### src/sv/ngoop_ram.sv
// Generic single-write, single-read RAM with registered read data.
module ngoop_ram #(
   parameter int WIDTH = 8,
   parameter int DEPTH = 16
) (
   input  logic                     clock,
   input  logic                     wr_en,
   input  logic [$clog2(DEPTH)-1:0] wr_addr,
   input  logic [WIDTH-1:0]         wr_data,
   input  logic [$clog2(DEPTH)-1:0] rd_addr,
   output logic [WIDTH-1:0]         rd_data
);

   logic [WIDTH-1:0] mem [DEPTH];
   logic [WIDTH-1:0] rd_data_ff;

   always_ff @(posedge clock) begin
      if (wr_en) begin
         mem[wr_addr] <= wr_data;
      end
      rd_data_ff <= mem[rd_addr];
   end

   assign rd_data = rd_data_ff;

endmodule

### config.mk
export PLATFORM = sky130hd
export DESIGN_NAME = ngoop_ram
export DESIGN_NICKNAME = d
export VERILOG_FILES = /design/src/sv/ngoop_ram.sv
export SDC_FILE = /design/constraint.sdc
export NUM_CORES = 1
export LEC_CHECK = 0
export BUFFER_PORTS_ARGS = -buffer_cell sky130_fd_sc_hd__buf_4
export CAP_MARGIN = 20
export CORE_UTILIZATION = 60
export DETAILED_ROUTE_END_ITERATION = 8
export PLACE_DENSITY = 0.78
export REMOVE_ABC_BUFFERS = 1
export SLEW_MARGIN = 30
export SYNTH_ARGS = -nofsm -noshare
export SYNTH_HDL_FRONTEND = slang
export SYNTH_SLANG_ARGS = --single-unit
### constraint.sdc
create_clock -name clock -period 1.9 [get_ports clock]
set_clock_uncertainty 0.2 [all_clocks]
set_input_delay 0.095 -clock clock [delete_from_list [all_inputs] [get_ports clock]]
set_output_delay 0.095 -clock clock [all_outputs]
set_load 0.05 [all_outputs]
==> impl_results.md, run 1 <==
* Worst IR Drop VDD at 823 uV
* Critical setup path kind: in2reg
* Number of unique standard cell types used by synthesis at 19
* P_leak at 0.00221 uW
* Post-route worst setup slack at 0.0556 ns
* Met2 track demand over resource in global routing at 0.388
* Unrepaired setup endpoints after global routing: no
* Ratio of final minimum period to clock period at 0.971
* Dpl ws at 0.144 ns
* Hold WC Path Type: in2reg
* Chip Height at 94.6 um
* Max Fclk at 0.542 GHz
* Final worst hold slack at 0.228 ns
* Area fraction of the dominant cell type after synthesis at 0.747
* Clock network latency to the later pin of the worst-skew pair at 0.52 ns
* Weighted congestion reported at the end of routability-driven placement at 0.868
* Multi-input combinational cell area at 1060 um^2
* Violation count after the first detailed-routing iteration at 215
* Postcts setup bufs at 0
* GRT Max-Usage Layer: met2
* Biggest area consumer among synthesized cells: edfxtp_1
* Die footprint at 8950 um^2
* Clock root buffer master: clkbuf_8
* Element type at the critical path start: primary input
* Largest cells by area after synthesis: edfxtp_1, mux4_2, mux4_1
* Antenna violations before repair at 0
* Filler cell count at 428
* Detailed placer's ending HPWL at 6380 um
* Total power per unit cell area at 1100 nW/um^2
* Count of unresolved DRC violations after routing at 0
* Setup TNS at 0 ns
* Total congestion overflow after global routing at 0
* Initial core utilization at 0.623
* Slew of the pin with the lowest slew margin at 0.683 ns
* Clock buffers created by TritonCTS at 17
* Post-synthesis sequential element count at 136
* Area of the mapped netlist at 5150 um^2
* GRT Overall Usage at 0.257
* Via count of the first global-routing pass at 2622
* Num Clock Sinks at 136
* TritonCTS clock tree: done
* Sort of element at the end of the critical path: register
* Endpoints failing hold at 0
* Design Power at 7010 uW
* Setup violators final at 0
* Ports placed on the boundary at 26
* Chip width at 94.6 um
* Fin nets at 324
* Number of port buffers at 25
* Number of vias after detailed routing at 2527
* Met1 demand-to-capacity share in global routing at 0.359
* Syn Inst Count at 229
* H-tree Lvls at 4
* Number of pins exceeding their max-slew limit in the final report at 0
* Warnings from Yosys at 0
* Routed wire length at 10100 um
* Worst slew margin at 0.543
* Worst Path Arrival at 1.87 ns
* Met3 GRT Util at 0.0692
* Post-Synthesis Mean Instance Area at 22.5 um^2
* Cell row count at 33
* Floorplan Core Area at 8260 um^2
* Register area at 4000 um^2
* Per-cell via count in the routed design at 5.96
* Number of detailed-route iterations in the first pass at 4
* Number of buffers on the longest clock path at 2
* Highest-count cells in the layout ignoring fill and taps: edfxtp_1, buf_4, dlygate4sd3_1, mux4_2
* Run status: finished clean
* Minimum clock period at 1.84 ns
* Seq/Total Area, Yosys at 0.778
* Maximum number of pins on one net before global-route repair at 19
* Final routed wire length divided by cell count at 23.8 um
* Area growth from synthesis to final layout at 23.7%
* ANT cells at 0
* Top fanout value on the critical path at 8
* Most common cell after layout, fill and taps aside: edfxtp_1
* CTS clock-pin slew for the worst setup and hold paths at 0.06 ns
* Global-route wire length before repair at 15300 um
* Antenna Violating Nets Remaining at 0
* MaxCap Viol Count at 0
* Fraction of layout instances using a drive strength above 1 at 0.310
* Worst EP required at 1.92 ns
worst max-delay path, stage by stage:
cell	delay, ns
dlygate4sd3_1	0.54
buf_4	0.15
nand3b_1	0.20
nor3_1	0.14
dlygate4sd3_1	0.56
buf_4	0.18
Yosys cell counts (all sizes together):
cell,number
edfxtp,128
and2,1
and2b,1
mux4,32
nor2,13
buf,7
a22oi,16
nor2b,1
clkdlybuf4s25,3
or3b,1
dfxtp,8
nand3b,2
nand2,9
nand3,1
nand2b,2
nor3,4
metrics by stage:
stage / utilization / cells / area, um^2
floorplan: - / 219 / 5060
global placement: 0.678 / 373 / 5600
detailed placement: 0.678 / 373 / 5600
CTS: 0.771 / 424 / 6370
global route: 0.771 / 424 / 6370
finish: 0.771 / 424 / 6370
final timing paths:
check                                           from             endpoint  slack (ns)  depth (start not counted)
worst max-delay path                      wr_addr[3]  mem[4][7]$_DFFE_PP_        0.06                          6
worst min-delay path                      wr_data[5]  mem[7][5]$_DFFE_PP_        0.23                          2
worst max register to register   mem[5][1]$_DFFE_PP_   rd_data[1]$_DFF_P_        0.30                          3
worst min register to register  mem[14][1]$_DFFE_PP_   rd_data[1]$_DFF_P_        0.48                          3
final cells by class:
class,count,share of cell area
Clock inverter,15,0.0261
Multi-Input combinational cell,83,0.166
Tap cell,105,0.0206
Timing Repair Buffer,68,0.0935
Clock buffer,17,0.0650
Sequential cell,136,0.629
cell families after synthesis:
kind of cell           after synthesis  share of synthesized area
AO/OA/AOI/OAI                       16                     0.0233
buffers and inverters               10                     0.0168
flip-flops                         136                      0.778
multiplexers                        32                      0.150
AND/OR/NAND/NOR                     35                     0.0318
power by group:
group / internal, uW / leakage [uW] / switching, uW
logic: 190 / 0.000714 / 250
registers: 3350 / 0.00122 / 23.1
clock network: 1890 / 0.000272 / 1300
total: 5440 / 0.00221 / 1570
sequential cells by signal, indices dropped and copies added (netlist names):
| register | cells |
|---|---|
| mem | 128 |
| rd_data | 8 |
repair_timing:
action,CTS,global route
hold buffers,19,0
gates resized for setup,0,0
endpoints found under the hold margin,170,0
metal layers:
layer,share of wire,up-vias
li1,-,1128
met1,0.43,1282
met2,0.49,103
met3,0.057,14
met4,0.015,0
met5,0,-
Power figures use the tool's default switching activity.
==> run 2: changes to the inputs <==
Settings changed: CELL_PAD_IN_SITES_DETAIL_PLACEMENT set to 1, CELL_PAD_IN_SITES_GLOBAL_PLACEMENT set to 1, CORE_UTILIZATION 60 to 53, PLACE_DENSITY 0.78 to not set, PLACE_DENSITY_LB_ADDON set to 0.1.
==> run 2 against run 1 <==
Register-to-register slack improved by 0.02 ns. Sequential power about the same. Non-clock buffer count decreased by 1. Critical path depth unchanged. Sequential share of layout area grew 0.35 points. Global-route usage shrank 1.3 points. Hold slack lost 0.17 ns. Cell area is 0.55% lower. Critical endpoint is now mem[4][1]$_DFFE_PP_. Largest cell class unchanged. Highest routed layer unchanged.
==> impl_results.md, run 2 (synthesis gave the netlist of run 1 again) <==
* Filler-free cell count of the finished design at 447 (was 424)
* Worst slew margin at 0.726 (was 0.543)
* Clock buffers created by TritonCTS at 17 (unchanged)
* Sort of element at the end of the critical path: register (unchanged)
* Worst EP required at 1.92 ns (about the same)
* Ratio of final minimum period to clock period at 0.954 (was 0.971)
* Detailed placer's ending HPWL at 6580 um (was 6380 um)
* Top fanout value on the critical path at 8 (unchanged)
* Number of detailed-route iterations in the first pass at 4 (unchanged)
* Total congestion overflow after global routing at 0 (unchanged)
* Num Clock Sinks at 136 (unchanged)
* Number of buffers on the longest clock path at 2 (unchanged)
* Count of unresolved DRC violations after routing at 0 (unchanged)
* Highest-count cells in the layout ignoring fill and taps: edfxtp_1, buf_4, mux4_2, dlygate4sd3_1 (was edfxtp_1, buf_4, dlygate4sd3_1, mux4_2)
* Post-Place Cells at 396 (was 373)
* Number of vias after detailed routing at 2554 (was 2527)
* Number of pins exceeding their max-slew limit in the final report at 0 (unchanged)
* ANT cells at 0 (unchanged)
* Weighted congestion reported at the end of routability-driven placement at 0.722 (was 0.868)
* Violation count after the first detailed-routing iteration at 116 (was 215)
* Area growth from synthesis to final layout at 23.0% (was 23.7%)
* Element type at the critical path start: primary input (unchanged)
* Antenna violations before repair at 0 (unchanged)
* Unrepaired setup endpoints after global routing: no (unchanged)
* MaxCap Viol Count at 0 (unchanged)
* Hold WC Path Type: in2reg (unchanged)
* Via count of the first global-routing pass at 2759 (was 2622)
* Fin nets at 323 (was 324)
* Run status: finished clean (unchanged)
* Global-route wire length before repair at 16600 um (was 15300 um)
* GRT Overall Usage at 0.245 (was 0.257)
* Register-to-Register Path Depth at 3 (unchanged)
* Total power per unit cell area at 1080 nW/um^2 (was 1100 nW/um^2)
* P_leak at 0.00218 uW (was 0.00221 uW)
* Worst Path Arrival at 1.83 ns (was 1.87 ns)
* Routed wire length at 10900 um (was 10100 um)
* Slew of the pin with the lowest slew margin at 0.411 ns (was 0.683 ns)
* Logic pwr share at 0.064 (was 0.063)
* Maximum number of pins on one net before global-route repair at 21 (was 19)
* Chip width at 101 um (was 94.6 um)
* CTS clock-pin slew for the worst setup and hold paths at 0.06 ns (about the same)
* Initial core utilization at 0.552 (was 0.623)
* Power Internal at 5280 uW (was 5440 uW)
* Floorplan Core Area at 9330 um^2 (was 8260 um^2)
* Clock root buffer master: clkbuf_8 (unchanged)
* H-tree Lvls at 4 (unchanged)
* Register ranked first by flip-flop count: mem (unchanged)
* Setup TNS at 0 ns (unchanged)
* Endpoints failing hold at 0 (unchanged)
* Share of total power consumed by net switching at 0.226 (was 0.224)
* Most common cell after layout, fill and taps aside: edfxtp_1 (unchanged)
* Antenna Violating Nets Remaining at 0 (unchanged)
* TritonCTS clock tree: done (unchanged)
* Per-cell via count in the routed design at 5.71 (was 5.96)
* Clock Power Share at 0.440 (was 0.455)
* Hold Path Depth at 4 (was 2)
* Cell row count at 35 (was 33)
* Number of port buffers at 25 (unchanged)
* Clock network latency to the later pin of the worst-skew pair at 0.51 ns (was 0.52 ns)
* Flip-flop count of the largest register after layout at 128 (unchanged)
* Worst IR Drop VDD at 549 uV (was 823 uV)
* Critical setup path kind: in2reg (unchanged)
* Chip Height at 101 um (was 94.6 um)
* Final routed wire length divided by cell count at 24.4 um (was 23.8 um)
* Setup violators final at 0 (unchanged)
* Sw Pwr at 1540 uW (was 1570 uW)
* Fraction of layout instances using a drive strength above 1 at 0.314 (was 0.310)
* Max Fclk at 0.552 GHz (was 0.542 GHz)
* Minimum clock period at 1.81 ns (was 1.84 ns)
* Die footprint at 10100 um^2 (was 8950 um^2)
* Proportion of power drawn by flip-flops and latches at 0.496 (was 0.482)
* Ports placed on the boundary at 26 (unchanged)
run 2: cell types whose count changed in the layout (fill, tap and decap cells not counted), moves of 2 or more:
| cell | previous run | this run |
|---|---|---|
| buf_4 | 46 | 48 |
| inv_6 | 5 | 2 |
| buf_12 | 3 | 1 |
| clkinv_4 | 2 | 4 |
| clkinv_2 | 0 | 3 |
run 2: final timing paths:
check | from | slack, ns | endpoint
setup / recovery | wr_addr[3] | 0.09 | mem[4][1]$_DFFE_PP_
hold / removal | wr_en | 0.06 | mem[15][5]$_DFFE_PP_
setup reg to reg | mem[0][0]$_DFFE_PP_ | 0.32 | rd_data[0]$_DFF_P_
hold reg to reg | mem[11][3]$_DFFE_PP_ | 0.49 | rd_data[3]$_DFF_P_
run 2: power groups by stage:
| stage | clock [uW] | combinational (uW) | sequential [uW] |
|---|---|---|---|
| 6_report | 3000 | 440 | 3380 |
| 5_1_grt | 3150 | 470 | 3380 |
| 4_1_cts | 3050 | 443 | 3380 |
| 3_5_place_dp | 0 | 411 | 3440 |
| 3_3_place_gp | 0 | 399 | 3440 |
| 2_1_floorplan | 0 | 134 | 3500 |
run 2: final cells by class:
cell class                 instances  area (um^2)
tap                              129          161
sequential                       136         4000
clock inverter                    14          128
multi-input combinational         83         1060
clock buffer                      18          418
fill                             756         2990
timing repair buffer              67          561
run 2: worst max-delay path, stage by stage:
cell and delay (ns):
dlygate4sd3_1 0.54, buf_4 0.14, nand3b_1 0.18, nor3_2 0.11, dlygate4sd3_1 0.56, buf_4 0.19
run 2: per-stage QoR:
stage	area, um^2	hold slack, ns	setup WS [ns]	total power, uW	util
after floorplan	5060	-0.00613	0.112	3640	-
after global placement	5600	0.204	0.166	3830	0.600
after detailed placement	5600	0.207	0.135	3850	0.600
after CTS	6320	0.0337	0.0651	6870	0.678
after global routing	6330	0.0624	0.0707	7000	0.679
final	6330	0.0596	0.0879	6820	0.679
run 2: what timing repair did:
action	in CTS	in global routing
resized for setup	0	1
hold buffers	18	0
setup buffers	0	1
endpoints found under the setup margin	0	8
endpoints found under the hold margin	172	0
run 2: metal layers:
layer	global-route usage	share of wire	vias to the layer above
li1	-	-	1127
met1	0.313	0.40	1328
met2	0.409	0.53	90
met3	0.0652	0.062	9
met4	0.0858	0.0087	0
met5	0	0	-
==> run 3: changes to the inputs <==
Settings changed: CORE_MARGIN set to 10, CORE_UTILIZATION 53 to 57.
Clock period 1.9 ns to 2.1 ns, I/O delays scaled along.
==> run 3 against run 2 <==
Total power is 7.6% lower. First-iteration DRC count is 83% higher. Critical path depth is 1 lower. Utilization is 3.5 points higher. Sequential power is 9.5% lower. Non-clock buffer count is 8 lower. Sequential share of layout area is 0.81 points higher. Flip-flop and latch count stayed put. Critical path type unchanged. Largest power group unchanged. Highest routed layer unchanged.
==> impl_results.md, run 3 (synthesis gave the netlist of run 1 again) <==
* Run status: finished clean (unchanged)
* Family with the most delay on the worst path: buffers and inverters (unchanged)
* Routed wire length at 11500 um (was 10900 um)
* Antenna violations before repair at 0 (unchanged)
* Slew of the pin with the lowest slew margin at 0.457 ns (was 0.411 ns)
* Maximum number of pins on one net before global-route repair at 33 (was 21)
* Element type at the critical path start: primary input (unchanged)
* TritonCTS clock tree: done (unchanged)
* Antenna Violating Nets Remaining at 0 (unchanged)
* Sw Pwr at 1410 uW (was 1540 uW)
* Floorplan Core Area at 8760 um^2 (was 9330 um^2)
* Number of vias after detailed routing at 2621 (was 2554)
* Critical setup path kind: in2reg (unchanged)
* Unrepaired setup endpoints after global routing: no (unchanged)
* Area growth from synthesis to final layout at 21.5% (was 23.0%)
* ANT cells at 0 (unchanged)
* Fin nets at 315 (was 323)
* Dpl ws at 0.250 ns (was 0.135 ns)
* CTS clock-pin slew for the worst setup and hold paths at 0.06 ns (about the same)
* Weighted congestion reported at the end of routability-driven placement at 0.742 (was 0.722)
* Fraction of layout instances using a drive strength above 1 at 0.303 (was 0.314)
* Setup violators final at 0 (unchanged)
* Ports placed on the boundary at 26 (unchanged)
* Per-cell via count in the routed design at 6.27 (was 5.71)
* Sort of element at the end of the critical path: register (unchanged)
* H-tree Lvls at 4 (unchanged)
* Worst IR Drop VDD at 542 uV (was 549 uV)
* Worst path cell trace: dlygate4sd3_1 > buf_4 > nor3_1 > dlygate4sd3_1 > buf_4 (was dlygate4sd3_1 > buf_4 > nand3b_1 > nor3_2 > dlygate4sd3_1 > buf_4)
* Number of buffers on the longest clock path at 2 (unchanged)
* Chip Height at 115 um (was 101 um)
* Initial core utilization at 0.587 (was 0.552)
* GRT Overall Usage at 0.184 (was 0.245)
* Setup TNS at 0 ns (unchanged)
* Total power per unit cell area at 1010 nW/um^2 (was 1080 nW/um^2)
* Count of unresolved DRC violations after routing at 0 (unchanged)
* CP peak stage delay at 0.59 ns (was 0.56 ns)
* Share of the core filled with cells at 0.714 (was 0.679)
* Number of pins exceeding their max-slew limit in the final report at 0 (unchanged)
* Die footprint at 13200 um^2 (was 10100 um^2)
* P_leak at 0.00216 uW (was 0.00218 uW)
* Total congestion overflow after global routing at 0 (unchanged)
* Most common cell after layout, fill and taps aside: edfxtp_1 (unchanged)
* Proportion of power drawn by flip-flops and latches at 0.486 (was 0.496)
* Minimum clock period at 1.80 ns
* Ratio of final minimum period to clock period at 0.855
* Clock buffers created by TritonCTS at 17 (unchanged)
* Via count of the first global-routing pass at 2807 (was 2759)
* Max Fclk at 0.557 GHz
* Top fanout value on the critical path at 8 (unchanged)
* Worst EP required at 2.11 ns (was 1.92 ns)
* Clock network latency to the later pin of the worst-skew pair at 0.51 ns (about the same)
* Number of detailed-route iterations in the first pass at 4 (unchanged)
* Cell row count at 34 (was 35)
* Violation count after the first detailed-routing iteration at 212 (was 116)
* Worst slew margin at 0.695 (was 0.726)
* Chip width at 115 um (was 101 um)
* Post-route worst setup slack at 0.304 ns (was 0.0879 ns)
* Highest-count cells in the layout ignoring fill and taps: edfxtp_1, buf_4, mux4_2, a22oi_1, clkbuf_16 (was edfxtp_1, buf_4, mux4_2, dlygate4sd3_1)
* Num Clock Sinks at 136 (unchanged)
* Clock Power Share at 0.453 (was 0.440)
* Number of port buffers at 25 (unchanged)
* MaxCap Viol Count at 0 (unchanged)
* Power Internal at 4890 uW (was 5280 uW)
* Clock root buffer master: clkbuf_8 (unchanged)
* Filler cell count at 669 (was 756)
* Postcts setup bufs at 0 (unchanged)
* Global-route wire length before repair at 17600 um (was 16600 um)
* Worst Path Arrival at 1.81 ns (was 1.83 ns)
* Final routed wire length divided by cell count at 27.5 um (was 24.4 um)
* Number of buffer and inverter instances along the worst setup path at 4 (unchanged)
* Hold WC Path Type: in2reg (unchanged)
* Detailed placer's ending HPWL at 6850 um (was 6580 um)
* Register ranked first by flip-flop count: mem (unchanged)
* Logic pwr share at 0.061 (was 0.064)
* Endpoints failing hold at 0 (unchanged)
* Share of total power consumed by net switching at 0.223 (was 0.226)
* Flip-flop count of the largest register after layout at 128 (unchanged)
* Worst-path cell with the longest stage delay: dlygate4sd3_1 (unchanged)
-- run 3: cell types whose count changed in the layout (fill, tap and decap cells not counted) --
cell / change
buf_4: -4
dlygate4sd3_1: -4
clkinv_4: -2
inv_6: +2
bufinv_16: +1
clkinv_1: +1
clkinv_2: -1
clkinvlp_4: -1
nor3_1: +1
nor3_2: -1
-- run 3: layout make-up --
cell class,count,area [um^2],share of cell area
Clock buffer,18,418,0.0668
Clock inverter,14,149,0.0238
Multi-Input combinational cell,83,1060,0.169
Sequential cell,136,4000,0.640
Tap cell,108,135,0.0216
Timing Repair Buffer,59,490,0.0784
-- run 3: path summary, 6_finish.rpt --
path / endpoint / cells past startpoint / startpoint / slack [ns]
min reg2reg: rd_data[5]$_DFF_P_ / 3 / mem[12][5]$_DFFE_PP_ / 0.48
max reg2reg: rd_data[0]$_DFF_P_ / 3 / mem[5][0]$_DFFE_PP_ / 0.47
min: rd_data[6]$_DFF_P_ / 4 / rd_addr[0] / 0.01
max: mem[8][5]$_DFFE_PP_ / 5 / wr_addr[1] / 0.30
-- run 3: what timing repair did --
action	4_1_cts	5_1_grt
endpoints found under the setup margin	0	0
hold buffers	14	0
hold endpoints to repair	168	0
resized for setup	0	0
-- run 3: worst min-delay path, stage by stage --
cell and delay (ns):
buf_4 0.20, mux4_2 0.26, a22oi_1 0.06, nand2_1 0.06
-- run 3: layer usage --
metal | routed length (um) | GRT usage
met4 | 194 | 0.0726
met5 | 0 | 0
met1 | 4820 | 0.247
met2 | 5700 | 0.282
met3 | 791 | 0.0464
-- run 3: stage by stage --
stage	total power, uW	instances	hold slack [ns]	area, um^2
finish	6300	418	0.0133	6250
global route	6470	418	0.0485	6250
CTS	6310	418	0.00948	6250
detailed placement	3480	372	0.231	5550
global placement	3470	372	0.213	5550
floorplan	3290	219	0.00387	5060
-- run 3: power by group through the flow --
stage,clock network [uW],registers [uW],logic (uW)
after floorplan,0,3170,122
after global placement,0,3110,359
after detailed placement,0,3110,366
after CTS,2870,3060,390
after global routing,3000,3060,414
final,2850,3060,387
